File: src/sv/byte_pattern_search_assert.svh
// ----------------------------------------------------------------------------
// byte_pattern_search_assert.svh
// Assertion macros shared by the byte pattern search modules.
// ----------------------------------------------------------------------------
`ifndef BYTE_PATTERN_SEARCH_ASSERT_SVH
`define BYTE_PATTERN_SEARCH_ASSERT_SVH

`ifndef SYNTH
// Same-cycle implication, disabled while reset is asserted.
`define BPS_ASSERT_IMPL(label, clk, rst_n, ante, cons, msg) \
  label: assert property (@(posedge clk) disable iff (!rst_n) (ante) |-> (cons)) \
    else $error(msg);
// Next-cycle implication, disabled while reset is asserted.
`define BPS_ASSERT_NEXT(label, clk, rst_n, ante, cons, msg) \
  label: assert property (@(posedge clk) disable iff (!rst_n) (ante) |=> (cons)) \
    else $error(msg);
`else
`define BPS_ASSERT_IMPL(label, clk, rst_n, ante, cons, msg)
`define BPS_ASSERT_NEXT(label, clk, rst_n, ante, cons, msg)
`endif

`endif

File: src/sv/bps_pkg.sv
// ----------------------------------------------------------------------------
// bps_pkg
// Types and register codes of the byte pattern search block.
// ----------------------------------------------------------------------------
package bps_pkg;

  localparam int unsigned CFG_INDEX_BITS = 2;

  localparam logic [CFG_INDEX_BITS-1:0] CFG_PATTERN_LOW    = 2'd0;
  localparam logic [CFG_INDEX_BITS-1:0] CFG_PATTERN_HIGH   = 2'd1;
  localparam logic [CFG_INDEX_BITS-1:0] CFG_PATTERN_LENGTH = 2'd2;

  typedef struct packed {
    logic [7:0] data_byte;
    logic       end_of_stream;
  } in_item_t;

  typedef struct packed {
    logic        match_found;
    logic [31:0] match_offset;
    logic        stream_done;
    logic [31:0] match_count;
  } out_item_t;

  typedef struct packed {
    logic [63:0] pattern_low;
    logic [63:0] pattern_high;
    logic [4:0]  pattern_length;
  } cfg_t;

endpackage

File: src/sv/bps_matcher.sv
// ----------------------------------------------------------------------------
// bps_matcher
// Byte window, offset and match counters, and the pattern compare.
// ----------------------------------------------------------------------------
module bps_matcher
  import bps_pkg::*;
#(
  parameter int unsigned MAX_PATTERN_BYTES = 16,
  parameter int unsigned OFFSET_BITS       = 32
) (
  input  logic      clk,
  input  logic      rst_n,
  input  logic      in_fire,
  input  in_item_t  in_item,
  input  cfg_t      cfg,
  output logic      res_valid,
  output out_item_t res_item
);

`include "byte_pattern_search_assert.svh"

  localparam logic [4:0] MAX_LEN = 5'(MAX_PATTERN_BYTES);

  logic [7:0]             window_r   [MAX_PATTERN_BYTES];
  logic [7:0]             window_nxt [MAX_PATTERN_BYTES];
  logic [7:0]             pat        [16];
  logic [OFFSET_BITS-1:0] bytes_seen_r;
  logic [OFFSET_BITS-1:0] bytes_seen_nxt;
  logic [31:0]            found_total_r;
  logic [31:0]            found_total_nxt;
  logic [31:0]            found_inc;
  logic [4:0]             len;
  logic [4:0]             len_m1;
  logic [OFFSET_BITS-1:0] len_m1_wide;
  logic [OFFSET_BITS-1:0] start;
  logic [OFFSET_BITS+31:0] start_wide;
  logic                   all_eq;
  logic                   hit;

  // Clamp the configured length into 1..MAX_PATTERN_BYTES.
  always_comb begin
    if (cfg.pattern_length == 5'd0) begin
      len = 5'd1;
    end else if (cfg.pattern_length > MAX_LEN) begin
      len = MAX_LEN;
    end else begin
      len = cfg.pattern_length;
    end
  end

  always_comb begin
    for (int k = 0; k < 8; k++) begin
      pat[k]     = cfg.pattern_low[8*k +: 8];
      pat[k + 8] = cfg.pattern_high[8*k +: 8];
    end
  end

  // Shift the new byte in at the newest end.
  always_comb begin
    window_nxt[0] = in_item.data_byte;
    for (int j = 1; j < MAX_PATTERN_BYTES; j++) begin
      window_nxt[j] = window_r[j-1];
    end
  end

  // Window slot j holds the byte that must equal pattern byte len-1-j.
  always_comb begin
    logic [3:0] pidx;
    all_eq = 1'b1;
    pidx   = 4'd0;
    for (int j = 0; j < MAX_PATTERN_BYTES; j++) begin
      if (5'(j) < len) begin
        pidx = 4'(len - 5'(j) - 5'd1);
        if (window_nxt[j] != pat[pidx]) begin
          all_eq = 1'b0;
        end
      end
    end
  end

  assign len_m1      = len - 5'd1;
  assign len_m1_wide = {{(OFFSET_BITS-5){1'b0}}, len_m1};
  assign hit         = all_eq && (bytes_seen_r >= len_m1_wide);
  assign start       = bytes_seen_r - len_m1_wide;
  assign start_wide  = {32'd0, start};
  assign found_inc   = (hit && (found_total_r != '1)) ? found_total_r + 32'd1 : found_total_r;

  always_comb begin
    res_valid             = hit || in_item.end_of_stream;
    res_item.match_found  = hit;
    res_item.match_offset = hit ? start_wide[31:0] : 32'd0;
    res_item.stream_done  = in_item.end_of_stream;
    res_item.match_count  = found_inc;
  end

  // Clear the counters after the final byte; saturate the offset.
  always_comb begin
    if (in_item.end_of_stream) begin
      bytes_seen_nxt  = '0;
      found_total_nxt = '0;
    end else begin
      bytes_seen_nxt  = (bytes_seen_r == '1) ? bytes_seen_r : bytes_seen_r + 1'b1;
      found_total_nxt = found_inc;
    end
  end

  always_ff @(posedge clk) begin
    if (!rst_n) begin
      bytes_seen_r  <= '0;
      found_total_r <= '0;
    end else if (in_fire) begin
      bytes_seen_r  <= bytes_seen_nxt;
      found_total_r <= found_total_nxt;
    end
  end

  always_ff @(posedge clk) begin
    if (in_fire) begin
      window_r <= window_nxt;
    end
  end

  `BPS_ASSERT_NEXT(a_clear_on_last, clk, rst_n, in_fire && in_item.end_of_stream,
    bytes_seen_r == '0 && found_total_r == '0, "counters not cleared after last byte")
  `BPS_ASSERT_NEXT(a_hold_idle, clk, rst_n, !in_fire,
    $stable(bytes_seen_r) && $stable(found_total_r), "counters moved without a request")
  `BPS_ASSERT_IMPL(a_count_with_hit, clk, rst_n, hit, found_inc != 32'd0,
    "match seen but count is zero")

endmodule

File: src/sv/bps_out_buf.sv
// ----------------------------------------------------------------------------
// bps_out_buf
// Result register with a skid entry behind it.
// ----------------------------------------------------------------------------
module bps_out_buf
  import bps_pkg::*;
(
  input  logic      clk,
  input  logic      rst_n,
  input  logic      push,
  input  out_item_t push_item,
  output logic      full,
  output logic      out_valid,
  input  logic      out_stall,
  output out_item_t out_data
);

`include "byte_pattern_search_assert.svh"

  logic      out_valid_r;
  out_item_t out_data_r;
  logic      skid_valid_r;
  out_item_t skid_data_r;
  logic      pop;

  assign pop       = out_valid_r && !out_stall;
  assign full      = skid_valid_r;
  assign out_valid = out_valid_r;
  assign out_data  = out_data_r;

  always_ff @(posedge clk) begin
    if (!rst_n) begin
      out_valid_r  <= 1'b0;
      skid_valid_r <= 1'b0;
    end else if (skid_valid_r) begin
      if (pop) begin
        skid_valid_r <= 1'b0;
      end
    end else if (push) begin
      if (!out_valid_r || pop) begin
        out_valid_r <= 1'b1;
      end else begin
        skid_valid_r <= 1'b1;
      end
    end else if (pop) begin
      out_valid_r <= 1'b0;
    end
  end

  always_ff @(posedge clk) begin
    if (skid_valid_r) begin
      if (pop) begin
        out_data_r <= skid_data_r;
      end
    end else if (push) begin
      if (!out_valid_r || pop) begin
        out_data_r <= push_item;
      end else begin
        skid_data_r <= push_item;
      end
    end
  end

  `BPS_ASSERT_IMPL(a_skid_behind_out, clk, rst_n, skid_valid_r, out_valid_r,
    "skid entry holds a result while the output register is empty")
  `BPS_ASSERT_NEXT(a_skid_fill, clk, rst_n, push && out_valid_r && !pop, skid_valid_r,
    "stalled push did not land in the skid entry")
  `BPS_ASSERT_NEXT(a_skid_hold, clk, rst_n, skid_valid_r && !pop,
    skid_valid_r && $stable(skid_data_r), "skid entry lost while output stalled")

endmodule

File: src/sv/byte_pattern_search.sv
// ----------------------------------------------------------------------------
// byte_pattern_search
// Streaming byte pattern search with overlapping matches and saturating counts.
// ----------------------------------------------------------------------------
// Results: each is registered in the output register, or the skid entry if stalled.
// Throughput: one byte per cycle, set by the single compare between the input
//   port and result register; input stalls only while the skid entry is full.
// Reset: synchronous, active low; clears pattern registers (length to 1),
//   offset and match counters, and both result entries. No clearing pass.
// ----------------------------------------------------------------------------
module byte_pattern_search
  import bps_pkg::*;
#(
  parameter int unsigned MAX_PATTERN_BYTES = 16,
  parameter int unsigned OFFSET_BITS       = 32
) (
  input  logic                      clk,
  input  logic                      rst_n,
  // byte stream in
  input  logic                      in_valid,
  output logic                      in_stall,
  input  in_item_t                  in_data,
  // results out
  output logic                      out_valid,
  input  logic                      out_stall,
  output out_item_t                 out_data,
  // register writes
  input  logic                      cfg_valid,
  output logic                      cfg_ready,
  input  logic [CFG_INDEX_BITS-1:0] cfg_index,
  input  logic [63:0]               cfg_data
);

  cfg_t      cfg_r;
  logic      in_fire;
  logic      res_valid;
  out_item_t res_item;
  logic      buf_full;

  // Register writes are always taken; an unknown index is dropped.
  assign cfg_ready = 1'b1;

  always_ff @(posedge clk) begin
    if (!rst_n) begin
      cfg_r.pattern_low    <= '0;
      cfg_r.pattern_high   <= '0;
      cfg_r.pattern_length <= 5'd1;
    end else if (cfg_valid && cfg_ready) begin
      unique case (cfg_index)
        CFG_PATTERN_LOW:    cfg_r.pattern_low    <= cfg_data;
        CFG_PATTERN_HIGH:   cfg_r.pattern_high   <= cfg_data;
        CFG_PATTERN_LENGTH: cfg_r.pattern_length <= cfg_data[4:0];
        default: begin
        end
      endcase
    end
  end

  // Hold off new requests only while the skid entry is occupied; a request
  // can then always land in the output register or the skid entry.
  assign in_stall = buf_full;
  assign in_fire  = in_valid && !in_stall;

  // Advance the window and counters and form this byte's result.
  bps_matcher #(
    .MAX_PATTERN_BYTES (MAX_PATTERN_BYTES),
    .OFFSET_BITS       (OFFSET_BITS)
  ) u_matcher (
    .clk       (clk),
    .rst_n     (rst_n),
    .in_fire   (in_fire),
    .in_item   (in_data),
    .cfg       (cfg_r),
    .res_valid (res_valid),
    .res_item  (res_item)
  );

  // Drop bytes that give no result; register the rest toward the output.
  bps_out_buf u_out_buf (
    .clk       (clk),
    .rst_n     (rst_n),
    .push      (in_fire && res_valid),
    .push_item (res_item),
    .full      (buf_full),
    .out_valid (out_valid),
    .out_stall (out_stall),
    .out_data  (out_data)
  );

endmodule

File: config.mk
export PLATFORM = sky130hd
export DESIGN_NAME = byte_pattern_search
export DESIGN_NICKNAME = d
export VERILOG_FILES = /design/src/sv/bps_pkg.sv /design/src/sv/bps_matcher.sv /design/src/sv/bps_out_buf.sv /design/src/sv/byte_pattern_search.sv
export VERILOG_INCLUDE_DIRS = /design/src /design/src/sv
export SDC_FILE = /design/constraint.sdc
export NUM_CORES = 1
export LEC_CHECK = 0
export ABC_AREA = 0
export BUFFER_PORTS_ARGS = -buffer_cell sky130_fd_sc_hd__buf_2
export CELL_PAD_IN_SITES_DETAIL_PLACEMENT = 0
export CELL_PAD_IN_SITES_GLOBAL_PLACEMENT = 1
export CORE_MARGIN = 4
export CORE_UTILIZATION = 25
export CTS_CLUSTER_SIZE = 20
export DETAILED_ROUTE_END_ITERATION = 7
export PLACE_DENSITY_LB_ADDON = 0.1
export SLEW_MARGIN = 15
export SYNTH_ARGS = -nofsm -noshare
export SYNTH_HDL_FRONTEND = slang
export SYNTH_HIERARCHICAL = 1
export SYNTH_SLANG_ARGS = --single-unit
File: constraint.sdc
create_clock -name clk -period 11.2 [get_ports clk]
set_input_delay 1.12 -clock clk [delete_from_list [all_inputs] [get_ports clk]]
set_output_delay 1.12 -clock clk [all_outputs]
set_load 0.03 [all_outputs]
==> results of run 1 <==
==> power groups by stage <==
| stage | combinational, mW | sequential (mW) | clock (mW) |
|---|---|---|---|
| floorplan | 0.424 | 1.90 | 0 |
| global placement | 0.653 | 1.93 | 0 |
| detailed placement | 0.652 | 1.93 | 0 |
| CTS | 0.654 | 1.90 | 1.89 |
| global route | 0.696 | 1.90 | 1.94 |
| finish | 0.654 | 1.90 | 1.80 |
==> cell usage in the layout, fill, tap and decap left out, drive strengths merged, types with 80 or more instances in the layout <==
| cell | instances |
|---|---|
| mux4 | 158 |
| mux2 | 80 |
| nand2 | 333 |
| xor2 | 95 |
| xnor2 | 92 |
| mux2i | 242 |
| dfxtp | 199 |
| buf | 203 |
| o21ai | 80 |
| edfxtp | 252 |
| nor2 | 130 |
==> per-stage QoR <==
| stage | util [%] | std cells | setup slack [ps] | hold slack, ps |
|---|---|---|---|---|
| floorplan | - | 2545 | 771.1 | 435.5 |
| global placement | 27.03 | 4061 | 2427 | 455.4 |
| detailed placement | 27.03 | 4061 | 2437 | 455.0 |
| CTS | 28.64 | 4162 | 2439 | 429.9 |
| global route | 28.65 | 4162 | 1952 | 452.0 |
| finish | 28.65 | 4164 | 2528 | 447.3 |
==> state kept, by name, summed over array words and instances (netlist names) <==
signal and flops:
u_matcher/found_total_r 32, u_matcher/window_nxt 120, u_out_buf/skid_data_r 66, u_out_buf/full 1, u_matcher/bytes_seen_r 32, u_out_buf/out_data 66, cfg_r 133, u_out_buf/out_valid 1
==> path summary, 6_finish.rpt <==
kind,startpoint,end,slack [ps]
max,cfg_r[1],u_out_buf/skid_data_r[39],2530
min,u_matcher/window_nxt[63],u_matcher/window_nxt[55],450
max reg2reg,cfg_r[1],u_out_buf/skid_data_r[39],2530
min reg2reg,u_matcher/window_nxt[63],u_matcher/window_nxt[55],450
==> final cells by class <==
type	instances	area [µm²]
Fill cell	11750	80380
Multi-Input combinational cell	1873	15730
Sequential cell	451	11560
Tap cell	1500	1877
Clock buffer	77	1509
Timing Repair Buffer	203	1162
Clock inverter	24	295.3
Inverter	34	133.9
Antenna cell	2	5.005
==> routing by layer <==
metal  track usage (%)  part of all wire (%)
met5                 0                     0
met4             6.670                   3.8
met3             3.631                   6.5
met2             31.31                    47
met1             24.51                    43
==> logic make-up after synthesis <==
| family | count (synthesis) | synth area share, % |
|---|---|---|
| simple gates | 772 | 12.89 |
| mux | 480 | 25.10 |
| flops | 451 | 40.67 |
| compound gates | 415 | 10.36 |
| buf+inv | 221 | 4.260 |
| xor+xnor | 187 | 5.886 |
| fa+ha+maj | 18 | 0.8194 |
| other cells | 1 | 0.01320 |
==> impl_metrics.tcl, run 1 <==
set metrics [dict create \
    synth_cell_types 97 \
    drtPass1Iterations 6 \
    drive_above_1_share_pct 22.24 \
    crit_path_start_kind "flip-flop" \
    grt_pass1_wl_um 166000 \
    io_pins 149 \
    slew_violations 0 \
    setup_tns_ps 0 \
    outcome "finished clean" \
    worstPathArrival_ps 9000 \
    start_util_pct 25.21 \
    clk_latency_ps 670 \
    min_period_ps 8672 \
    synth_cells 2545 \
    cts_buffers 55 \
    p_clk_share_pct 41.4 \
    setup_violations 0 \
    finalHoldViolCount 0 \
    hold_path.class "reg -> reg" \
    synth.top_cell.area_share_pct 26.64 \
    vias 22080 \
    cts_tree "done" \
    crit_chain "nand2b_1, inv_1, buf_4, ha_1, xnor2_1, nand2b_1, o22ai_1, or3_1, a221o_1, or4_1, a32oi_1, nand4_1, nand4bb_4, nand2_1, and2_1, nand2b_4, nor2_4, buf_4" \
    area_delta_synth_final_pct 13.64 \
    overflow 0 \
    async_flop_share_pct 0 \
    die_width_um 345.1 \
    clk_path_buf_depth 3 \
    fin_area_um2 32270 \
    crit_family "simple AND/OR/NAND/NOR gates" \
    path_class "reg -> reg" \
    synth.most_common_cell "nand2_1" \
    drtIter0Drc 1937 \
    track_usage_pct 18.86 \
    p_sw_mw 1.267 \
    avgSynthCellArea_um2 11.16 \
    p_sw_share_pct 29.09 \
    p_comb_share_pct 15.0 \
    die_y_um 345.1 \
    fin_total_pwr_mw 4.356 \
    period_share_pct 77.43 \
    antenna_found_initial 3 \
    intPower_mw 3.089 \
    fmax_mhz 115.3 \
    detail_route.vias_per_cell 5.301 \
    p_leak_nw 11.49 \
    synth_seq_area_share_pct 40.67 \
    grt_max_degree 82 \
    cts_num_sinks 451 \
    syn-cell-area_um2 28400 \
    seq_power_share_pct 43.6 \
    rows 123 \
    placed_area_um2 30450 \
    dp_hpwl_um 88030 \
    layout.nets 2716 \
    synth_area_leaders "edfxtp_1 (27%), dfxtp_1 (14%), mux4_2 (13%)" \
    worst_slew_pin_slew_ps 1196 \
    portBuffers 147 \
    cts-root-buf "clkbuf_16" \
    synth_nets 2643 \
    grt_pass1_vias 21960 \
    drt-total-wl_um 116100 \
    worstHoldPathCells 0 \
    path_buf_inv 3 \
    synth_edf_count 252 \
    yosys_most_used_dff "edfxtp_1" \
    worstSetupEndpointType "flip-flop" \
    coreArea_um2 112700 \
    slew_headroom_pct 19.68 \
    wl_per_cell_um 27.88 \
    synth_common_cells "nand2_1 (332), edfxtp_1 (252), mux2i_1 (242)" \
    required_ps 11530 \
    yosysWarnings 6 \
    critPathMaxStageDelay_ps 830 \
    maxCapViolCount 0 \
    cp_max_fo 41 \
    cp_slowest_cell "dfxtp_4" \
    ys_seq_elements 451 \
    post_cts_buffers 0 \
    cts_resized 0 \
    htree_levels 2 \
    gp_congestion 0.9336 \
    reg2regPathDepth 18 \
    rsz0062_at_grt "no" \
    skew_ps 50.93 \
    drc 0 \
    crit_cells 18 \
    design.die.area_um2 119100 \
    ant_nets 0 \
    power_per_cell_area_nw_per_um2 135.0 \
    irDropWorstVdd_mv 0.1117 \
    holdBufCountCts 0 \
    cts.reportedPaths.clkPinSlew_ps 60 \
    yosysTopAreaCell "edfxtp_1" \
]
(Power assumes the default switching activity.)
==> run 2: changes to the inputs <==
==> constraint.sdc (replaced) <==
create_clock -name clk -period 7.3 [get_ports clk]
set_input_delay 0.73 -clock clk [delete_from_list [all_inputs] [get_ports clk]]
set_output_delay 0.73 -clock clk [all_outputs]
set_load 0.03 [all_outputs]
==> run 2 against run 1 <==
Critical path depth rose by 1. Die area did not move. Clock skew fell by 19 ps. Largest cell class unchanged. Via count fell by 0.43%. Largest power group is now clock. First-iteration DRC count fell by 4.5%. Non-clock buffer count rose by 23. Flip-flop and latch count did not move. Critical endpoint is now u_out_buf/out_data[20]. Wire length barely moved. Maximum frequency rose by 30%. Global-route usage barely moved. Clock power rose by 62%.
==> impl_metrics.tcl, run 2 (synthesized netlist as in run 1, its figures left out) <==
set metrics [dict create \
    finalHoldViolCount 0 \
    vias 21980 \
    ant_nets 0 \
    die_width_um 345.1 \
    setup_violations 0 \
    cts_tree "done" \
    r2r_setup_slack_ps 630 \
    drt-total-wl_um 116100 \
    worst_slew_pin_slew_ps 1198 \
    grt_pass1_vias 21760 \
    cp_max_fo 26 \
    wl_per_cell_um 27.67 \
    drtPass1Iterations 5 \
    required_ps 7700 \
    power_per_cell_area_nw_per_um2 209.2 \
    grt_pass1_wl_um 165900 \
    largest_reg_flops 133 \
    drtIter0Drc 1850 \
    cts-root-buf "clkbuf_16" \
    reg2regPathDepth 19 \
    die_y_um 345.1 \
    largest-register "cfg_r" \
    period_share_pct 91.42 \
    fmax_mhz 149.8 \
    irDropWorstVdd_mv 0.1669 \
    use_met3_pct 2.813 \
    path_class "reg -> reg" \
    drc 0 \
    area_delta_synth_final_pct 15.23 \
    grt_max_degree 112 \
    post_cts_buffers 0 \
    dp_hpwl_um 89070 \
    antenna_found_initial 2 \
    clk_path_buf_depth 3 \
    coreArea_um2 112700 \
    design.die.area_um2 119100 \
    portBuffers 147 \
    outcome "finished clean" \
    io_pins 149 \
    slew_violations 0 \
    grt.met2_usage_pct 31.62 \
    setup_tns_ps 0 \
    rows 123 \
    nFillCells 11730 \
    cts_resized 0 \
    holdBufCountCts 0 \
    min_period_ps 6674 \
    clk_latency_ps 660 \
    cts_num_sinks 451 \
    fin_total_pwr_mw 6.846 \
    diodes 0 \
    drive_above_1_share_pct 23.50 \
    crit_path_start_kind "flip-flop" \
    p_leak_nw 11.73 \
    cts_buffers 58 \
    skew_ps 31.47 \
    worstHoldPathCells 1 \
    cts.reportedPaths.clkPinSlew_ps 60 \
    worstPathArrival_ps 7080 \
    gp_congestion 0.9141 \
    htree_levels 2 \
    worstSetupEndpointType "flip-flop" \
    hold_path.class "in -> reg" \
    layout_commonest_cell "nand2_1" \
    detail_route.vias_per_cell 5.241 \
    overflow 0 \
    layout.nets 2742 \
    slew_headroom_pct 19.28 \
    grtUsageMet1_pct 24.99 \
    final_cell_mix "nand2_1 (332), edfxtp_1 (252), mux2i_1 (242)" \
    rsz0062_at_grt "no" \
    grt_busiest_layer "met2" \
    track_usage_pct 18.90 \
    maxCapViolCount 0 \
    start_util_pct 25.21 \
]
## run 2: cell types whose count changed in the layout (fill, tap and decap cells not counted), sizes merged
cell      delta
inv          -1
diode        -2
clkbuf       -4
clkinv      +12
buf         +23
clkinvlp     +2
## run 2: final timing paths
kind / end / startpoint
worst min register to register: u_matcher/window_nxt[92] / u_matcher/window_nxt[100]
worst max register to register: u_out_buf/out_data[20] / cfg_r[4]
worst min-delay path: u_matcher/window_nxt[116] / in_data[5]
worst max-delay path: u_out_buf/out_data[20] / cfg_r[4]
## run 2: per-stage QoR
step,setup WS [ps],cells,area [µm²],util [%],hold WS [ps]
floorplan,0.3881,2545,28460,-,435.5
global placement,574.5,4084,30760,27.31,454.4
detailed placement,649.5,4084,30760,27.31,456.8
CTS,628.6,4194,32720,29.04,241.1
global route,316.8,4194,32730,29.05,262.6
finish,626.4,4194,32730,29.05,294.9
## run 2: metal layers
layer  share of wire, %  up-vias
li1                   -     9918
met1                 44    11130
met2                 48      771
met3                5.3      167
met4                3.6        0
met5                  0        -
## run 2: worst max-delay path: stages (launching register included)
cell,delay [ps]
dfxtp_1,330
buf_4,320
nand2b_1,290
buf_4,280
ha_1,380
nor4bb_2,320
a2111o_1,200
o311ai_4,140
xnor2_4,730
mux2i_1,340
o21a_1,160
o22ai_1,100
or4_1,720
o41a_1,480
nand4bb_4,330
buf_4,270
nor3_2,390
nand3_1,180
xnor2_1,160
mux2_4,270
## run 2: area by class of cell
type	count	area, µm²	share of cell area, %
well taps	1500	1877	5.735
clock inverters	37	345.3	1.055
repair buffers	226	1448	4.424
clock buffers	73	1610	4.921
inverters	34	135.1	0.4129
multi-input cells	1873	15750	48.13
flip-flops and latches	451	11560	35.32
## run 2: report_power, final
part	switching [mW]	internal, mW
Combinational	0.645	0.384
Clock	1.20	1.71
Sequential	0.129	2.78
